$ cat config.mk
export PLATFORM = sky130hd
export DESIGN_NAME = line_fold_at_blank_core_flat
export DESIGN_NICKNAME = d
export VERILOG_FILES = /design/src/hdl/lfab_pkg.sv /design/src/hdl/lfab_in_if.sv /design/src/hdl/lfab_out_if.sv /design/src/hdl/lfab_cell.sv /design/src/hdl/line_fold_at_blank_core.sv /design/src/flat_wrapper.sv
export SDC_FILE = /design/constraint.sdc
export NUM_CORES = 1
export LEC_CHECK = 0
export BUFFER_PORTS_ARGS = -buffer_cell sky130_fd_sc_hd__buf_2
export CAP_MARGIN = 30
export CORE_UTILIZATION = 30
export CTS_CLUSTER_DIAMETER = 80
export DETAILED_ROUTE_END_ITERATION = 12
export GPL_TIMING_DRIVEN = 0
export HOLD_SLACK_MARGIN = 0.03
export SYNTH_ARGS = -nofsm -noshare
export SYNTH_HDL_FRONTEND = slang
export SYNTH_SLANG_ARGS = --single-unit
$ cat constraint.sdc
create_clock -name clk -period 3.21 [get_ports clk]
set_input_delay 0.642 -clock clk [delete_from_list [all_inputs] [get_ports clk]]
set_output_delay 0.642 -clock clk [all_outputs]
set_load 0.03 [all_outputs]
$ cat src/hdl/lfab_pkg.sv
// ----------------------------------------------------------------------------
// lfab_pkg
// Shared constants, types and helpers of the line folding block.
// ----------------------------------------------------------------------------
`default_nettype none

package lfab_pkg;

    localparam int LINE_WIDTH = 8;
    localparam int FILL_W     = $clog2(LINE_WIDTH + 1);
    localparam int POS_W      = (LINE_WIDTH > 1) ? $clog2(LINE_WIDTH) : 1;

    typedef logic [7:0]        char_t;
    typedef logic [FILL_W-1:0] fill_t;
    typedef logic [POS_W-1:0]  pos_t;

    localparam char_t CH_NL  = 8'd10;
    localparam char_t CH_SP  = 8'd32;
    localparam char_t CH_TAB = 8'd9;

    typedef enum logic [1:0] {
        S_IDLE,
        S_EMIT,
        S_DROP,
        S_NL
    } state_t;

    function automatic logic is_blank(input char_t c);
        return (c == CH_SP) || (c == CH_TAB);
    endfunction

endpackage

`default_nettype wire

$ cat src/hdl/lfab_in_if.sv
// ----------------------------------------------------------------------------
// lfab_in_if
// Request channel that carries one input text byte.
// ----------------------------------------------------------------------------
`default_nettype none

interface lfab_in_if;
    logic              valid;
    logic              ready;
    lfab_pkg::char_t   in_char;

    modport source (output valid, output in_char, input ready);
    modport sink   (input valid, input in_char, output ready);
endinterface

`default_nettype wire

$ cat src/hdl/lfab_out_if.sv
// ----------------------------------------------------------------------------
// lfab_out_if
// Request channel that carries one emitted byte and its line end flag.
// ----------------------------------------------------------------------------
`default_nettype none

interface lfab_out_if;
    logic              valid;
    logic              ready;
    lfab_pkg::char_t   out_char;
    logic              line_end;

    modport source (output valid, output out_char, output line_end, input ready);
    modport sink   (input valid, input out_char, input line_end, output ready);
endinterface

`default_nettype wire

$ cat src/hdl/lfab_cell.sv
// ----------------------------------------------------------------------------
// lfab_cell
// One character cell of the line buffer; loads a byte or takes its right
// neighbor's byte when the row shifts toward the output.
// ----------------------------------------------------------------------------
`default_nettype none

module lfab_cell (
    input  wire logic            clk,
    input  wire logic            shift,
    input  wire logic            load,
    input  wire lfab_pkg::char_t load_data,
    input  wire lfab_pkg::char_t right_char,
    output lfab_pkg::char_t      char_q
);
    import lfab_pkg::*;

    char_t char_reg;
    char_t char_next;

    always_comb
    begin
        char_next = char_reg;
        if (load)
        begin
            char_next = load_data;
        end
        else if (shift)
        begin
            char_next = right_char;
        end
    end

    always_ff @(posedge clk)
    begin
        char_reg <= char_next;
    end

    assign char_q = char_reg;

endmodule

`default_nettype wire

$ cat src/hdl/line_fold_at_blank_core.sv
// ----------------------------------------------------------------------------
// line_fold_at_blank_core
// Folds a byte stream into lines of at most LINE_WIDTH characters, breaking
// at the last blank when the line holds one.
//
//   channel   role     payload              request taken when
//   in_req    sink     in_char              valid and ready high
//   out_req   source   out_char, line_end   valid and ready high
//
// A byte that is only stored goes straight into the row, so such bytes
// stream at one per cycle while no line is being emitted. A newline or
// fold takes the request, emits each byte of the line as the output takes
// it, drops a blank when it folds at one, and then emits the newline; the
// shifting row of character cells feeds the output from its first cell.
// Reset clears the fill count and blank tracking; buffer cells need none.
// A stalled output holds the row and no input is taken until the line ends.
// ----------------------------------------------------------------------------
`default_nettype none

module line_fold_at_blank_core (
    input  wire logic  clk,
    input  wire logic  rst_n,
    lfab_in_if.sink    in_req,
    lfab_out_if.source out_req
);
    import lfab_pkg::*;

    state_t state_reg, state_next;
    fill_t  fill_reg, fill_next;
    fill_t  count_reg, count_next;
    pos_t   blank_pos_reg, blank_pos_next;
    logic   blank_seen_reg, blank_seen_next;
    logic   fold_reg, fold_next;
    logic   drop_reg, drop_next;
    char_t  pend_reg, pend_next;

    logic   shift;
    logic   load_en;
    char_t  load_data;
    char_t  cell_char [LINE_WIDTH];

    genvar gi;
    generate
        for (gi = 0; gi < LINE_WIDTH; gi++)
        begin : g_cell
            char_t right_char;
            if (gi == LINE_WIDTH - 1)
            begin : g_last
                assign right_char = cell_char[gi];
            end
            else
            begin : g_mid
                assign right_char = cell_char[gi + 1];
            end

            lfab_cell u_cell (
                .clk        (clk),
                .shift      (shift),
                .load       (load_en && (fill_reg == fill_t'(gi))),
                .load_data  (load_data),
                .right_char (right_char),
                .char_q     (cell_char[gi])
            );
        end
    endgenerate

    assign in_req.ready     = (state_reg == S_IDLE);
    assign out_req.valid    = (state_reg == S_EMIT) || (state_reg == S_NL);
    assign out_req.out_char = (state_reg == S_NL) ? CH_NL : cell_char[0];
    assign out_req.line_end = (state_reg == S_NL);

    always_comb
    begin
        state_next      = state_reg;
        fill_next       = fill_reg;
        count_next      = count_reg;
        blank_pos_next  = blank_pos_reg;
        blank_seen_next = blank_seen_reg;
        fold_next       = fold_reg;
        drop_next       = drop_reg;
        pend_next       = pend_reg;
        shift           = 1'b0;
        load_en         = 1'b0;
        load_data       = in_req.in_char;

        case (state_reg)
            S_IDLE:
            begin
                if (in_req.valid)
                begin
                    if (in_req.in_char == CH_NL)
                    begin
                        count_next = fill_reg;
                        fold_next  = 1'b0;
                        drop_next  = 1'b0;
                        state_next = (fill_reg == '0) ? S_NL : S_EMIT;
                    end
                    else if (fill_reg == fill_t'(LINE_WIDTH))
                    begin
                        pend_next = in_req.in_char;
                        fold_next = 1'b1;
                        if (!blank_seen_reg)
                        begin
                            count_next = fill_t'(LINE_WIDTH);
                            drop_next  = 1'b0;
                            state_next = S_EMIT;
                        end
                        else
                        begin
                            count_next = fill_t'(blank_pos_reg);
                            drop_next  = 1'b1;
                            state_next = (blank_pos_reg == '0) ? S_DROP : S_EMIT;
                        end
                    end
                    else
                    begin
                        load_en   = 1'b1;
                        fill_next = fill_reg + fill_t'(1);
                        if (is_blank(in_req.in_char))
                        begin
                            blank_seen_next = 1'b1;
                            blank_pos_next  = fill_reg[POS_W-1:0];
                        end
                    end
                end
            end

            S_EMIT:
            begin
                if (out_req.ready)
                begin
                    shift      = 1'b1;
                    fill_next  = fill_reg - fill_t'(1);
                    count_next = count_reg - fill_t'(1);
                    if (count_reg == fill_t'(1))
                    begin
                        state_next = drop_reg ? S_DROP : S_NL;
                    end
                end
            end

            S_DROP:
            begin
                shift      = 1'b1;
                fill_next  = fill_reg - fill_t'(1);
                state_next = S_NL;
            end

            S_NL:
            begin
                if (out_req.ready)
                begin
                    state_next = S_IDLE;
                    if (fold_reg)
                    begin
                        load_en         = 1'b1;
                        load_data       = pend_reg;
                        fill_next       = fill_reg + fill_t'(1);
                        blank_seen_next = is_blank(pend_reg);
                        blank_pos_next  = is_blank(pend_reg) ? fill_reg[POS_W-1:0] : '0;
                    end
                    else
                    begin
                        fill_next       = '0;
                        blank_seen_next = 1'b0;
                        blank_pos_next  = '0;
                    end
                end
            end

            default:
            begin
                state_next = S_IDLE;
            end
        endcase
    end

    always_ff @(posedge clk or negedge rst_n)
    begin
        if (!rst_n)
        begin
            state_reg      <= S_IDLE;
            fill_reg       <= '0;
            count_reg      <= '0;
            blank_pos_reg  <= '0;
            blank_seen_reg <= 1'b0;
            fold_reg       <= 1'b0;
            drop_reg       <= 1'b0;
        end
        else
        begin
            state_reg      <= state_next;
            fill_reg       <= fill_next;
            count_reg      <= count_next;
            blank_pos_reg  <= blank_pos_next;
            blank_seen_reg <= blank_seen_next;
            fold_reg       <= fold_next;
            drop_reg       <= drop_next;
        end
    end

    always_ff @(posedge clk)
    begin
        pend_reg <= pend_next;
    end

endmodule

`default_nettype wire

$ cat src/flat_wrapper.sv
// flat-port wrapper written by rule: the top's interface ports become plain ports
module line_fold_at_blank_core_flat import lfab_pkg::*;
  (clk, rst_n, in_req_valid, in_req_in_char, in_req_ready, out_req_valid, out_req_out_char, out_req_line_end, out_req_ready);
  lfab_in_if in_req_i ();
  lfab_out_if out_req_i ();
  input  wire logic clk;
  input  wire logic rst_n;
  input wire logic [$bits(in_req_i.valid)-1:0] in_req_valid;
  input wire logic [$bits(in_req_i.in_char)-1:0] in_req_in_char;
  output wire logic [$bits(in_req_i.ready)-1:0] in_req_ready;
  output wire logic [$bits(out_req_i.valid)-1:0] out_req_valid;
  output wire logic [$bits(out_req_i.out_char)-1:0] out_req_out_char;
  output wire logic [$bits(out_req_i.line_end)-1:0] out_req_line_end;
  input wire logic [$bits(out_req_i.ready)-1:0] out_req_ready;
  assign in_req_i.valid = in_req_valid;
  assign in_req_i.in_char = in_req_in_char;
  assign in_req_ready = in_req_i.ready;
  assign out_req_valid = out_req_i.valid;
  assign out_req_out_char = out_req_i.out_char;
  assign out_req_line_end = out_req_i.line_end;
  assign out_req_i.ready = out_req_ready;
  line_fold_at_blank_core u_core (.clk(clk), .rst_n(rst_n), .in_req(in_req_i), .out_req(out_req_i));
endmodule
==> results.md <==
- Status: complete, no violations
- Count leader, synth: edfxtp_1
- Clock sink total: 88
- Drt drc: 0
- GRT Util Overall: 0.116
- Maximum clock frequency: 0.359 GHz
- Crit Path Max Fanout: 10
- Worst skew pair latency: 0.34 ns
- Via density per instance: 5.03
- DR pass1 iterations: 4
- Post-Synth Simple-Gate Area: 0.103
- Mux contribution to synthesized area: 0.201
- Syn_area_per_cell: 14.0 um2
- Number of global-route vias before repair: 2803
- Nets@finish: 387
- CTS tree: yes
- Clock transition at path regs: 0.06 ns
- Number of instances in the placed design: 541
- Max cap viols: 0
- Post-synth ARST share: 0.182
- Hold buffers post-CTS: 0
- H-Tree Level Count: 3
- Starting DRT DRC Count: 247
- Die Area: 15900 um2
- Gp weighted congestion: 0.842
- Worst reg2reg path startpoint: u_core.state_reg[1]
- Wire per inst: 15.8 um
- Placement row count: 45
- Post-synth EDFFs: 72
- PD cells: 998 nW/um2
- Main synth FF type: edfxtp_1
- Worst slew margin: 0.439
- Synth Warn #: 0
- Total Wirelength: 8.79 mm
- Setup slack after layout: 0.426 ns
- Synth top cells by count: edfxtp_1 (72), mux2_2 (39), mux2_4 (32)
- Synth Net Count: 353
- Arr. time, crit path: 2.14 ns
- Postcts setup bufs: 0
- Ports: 23
- Layout area overhead: 14.0%
- DIE WIDTH: 126 um
- First-pass GRT wire length: 14.4 mm
- Adder-Cell Fraction of Synth Area: 0.0297
- Post-synthesis sequential area ratio: 0.554
- Post-route cell area: 5280 um2
- Largest net degree at the start of global routing: 17
- Pre-CTS worst setup slack: 0.430 ns
- Maximum vdd drop: 312 uV
- Unrepaired setup endpoints after global routing: false
- Tcrit/Tclk final: 0.867
- Flops & latches, synth: 88
- Post-layout util: 0.348
- Pleak: 1.93 nW
- Synth Cell Area: 4630 um2
- Top-area cell type share of the netlist area: 0.467
- Max reg flops: 64
- Setup TNS: 0 ns
- Die height: 126 um
- Placeable Area: 15100 um2
- Global route overflow: 0
- R2R Setup Slk: 0.49 ns
- Antenna viol nets, final: 0
- TritonCTS Buffers: 9
- Distinct cell type count after synthesis: 57
- CTS Buffer Depth: 2
- Worst Setup End Kind: output port
- Synth area leaders: edfxtp_1 (47%), mux2_4 (10%), mux2_2 (9.5%)
- Clk_skew: 0.00495 ns
- Syn Inst Count: 330
- Final Critical Period: 2.78 ns
- Worst Reg2Reg Path Length in Cells: 5
- RR Endpoint: u_core.g_cell[5].u_cell.char_q[0]
- Cell taking the most area after synthesis: edfxtp_1
- Critical path type: register to output port
- CTS Root Cell: clkbuf_16
- Crit path from: u_core.state_reg[1]
- Worst slew pin tran: 0.833 ns
- Worst Hold Class: input pin to asynchronous set/reset pin
- Initial core utilization: 0.306
- Main combinational cell family by area after synthesis: multiplexers
- Startpoint types: register
- Worst Path Required: 2.57 ns
- Synth Area in XOR/XNOR: 0
- Fin. max-slew vios: 0
- Synth Area in Compound Gates: 0.0865
- Critical Path End: out_req_out_char[3]
- Layout cells sized above 1: 0.333
- PortBufs: 22
- Post-Place Cell Area: 4980 um2
- Post-CTS Resized: 0
- Final cell count without fillers: 557
- HPWL after DPL: 6.24 mm
- Antenna diodes: 0
- Initial antenna violation count: 0
- Hold Fails Final Rpt: 0
- Finish-stage setup viols: 0
- Via Count: 2802
## routing by layer
layer	vias up	GRT usage	part of all wire	wire length, um
li1	1328	-	-	-
met1	1397	0.148	0.47	4100
met2	67	0.189	0.48	4180
met3	10	0.0285	0.044	383
met4	0	0.0397	0.014	123
met5	-	0	0	0
## worst min-delay path by stage
stage | startpoint | endpoint | slack (ns) | depth (start not counted)
finish | rst_n | u_core.fill_reg[0] | 0.23 | 1
global route | rst_n | u_core.fill_reg[1] | 0.27 | 1
CTS | rst_n | u_core.fill_reg[1] | 0.24 | 1
detailed placement | u_core.drop_reg | u_core.drop_reg | 0.50 | 2
global placement | u_core.drop_reg | u_core.drop_reg | 0.50 | 2
floorplan | rst_n | u_core.blank_pos_reg[0] | 0.35 | 0
## area by class of cell
type	count	area, um2
Clock inverter	6	68.8
Multi-Input combinational cell	218	1950
Inverter	10	37.5
Sequential cell	88	2560
Fill cell	1435	9870
Clock buffer	10	229
Buffer	14	83.8
Tap cell	188	235
Timing Repair Buffer	23	115
## report_power, final
| group | leakage [nW] | total (mW) | switching, mW | internal, mW |
|---|---|---|---|---|
| combinational | 0.933 | 2.17 | 1.25 | 0.921 |
| clock | 0.138 | 1.06 | 0.451 | 0.608 |
| sequential | 0.855 | 2.04 | 0.161 | 1.88 |
| total | 1.93 | 5.27 | 1.86 | 3.41 |
## worst max-delay path, cell delays in order (launching register included)
cell and delay [ns]:
dfrtp_1 0.39, ha_1 0.24, clkbuf_1 0.42, clkbuf_1 0.37, or2_2 0.19, buf_2 0.19
## logic make-up after synthesis
logic type	count (synthesis)
AO/OA/AOI/OAI	52
adder cells (fa/ha/maj)	11
buffers and inverters	24
flip-flops	88
multiplexers	72
AND/OR/NAND/NOR	83
## placed cells by master (no fill, tap or decap), types with 4 or more instances in the layout
| cell type | n |
|---|---|
| clkbuf_16 | 9 |
| buf_2 | 24 |
| buf_6 | 4 |
| nor3_1 | 5 |
| nand3_1 | 7 |
| nand2b_1 | 10 |
| a21oi_1 | 8 |
| clkbuf_1 | 10 |
| nor2_1 | 9 |
| ha_1 | 11 |
| edfxtp_1 | 72 |
| o21ai_0 | 4 |
| nand2_1 | 14 |
| dfrtp_1 | 16 |
| mux2_2 | 39 |
| nor2b_1 | 12 |
| or2_2 | 4 |
| inv_1 | 10 |
| mux2_4 | 32 |
## metrics by stage
step	total power, mW	hold slack (ns)
floorplan	3.72	0.346
global placement	4.16	0.502
detailed placement	4.23	0.503
CTS	5.31	0.244
global route	5.60	0.266
finish	5.27	0.229
No activity file was read; power rests on OpenSTA's default activity.
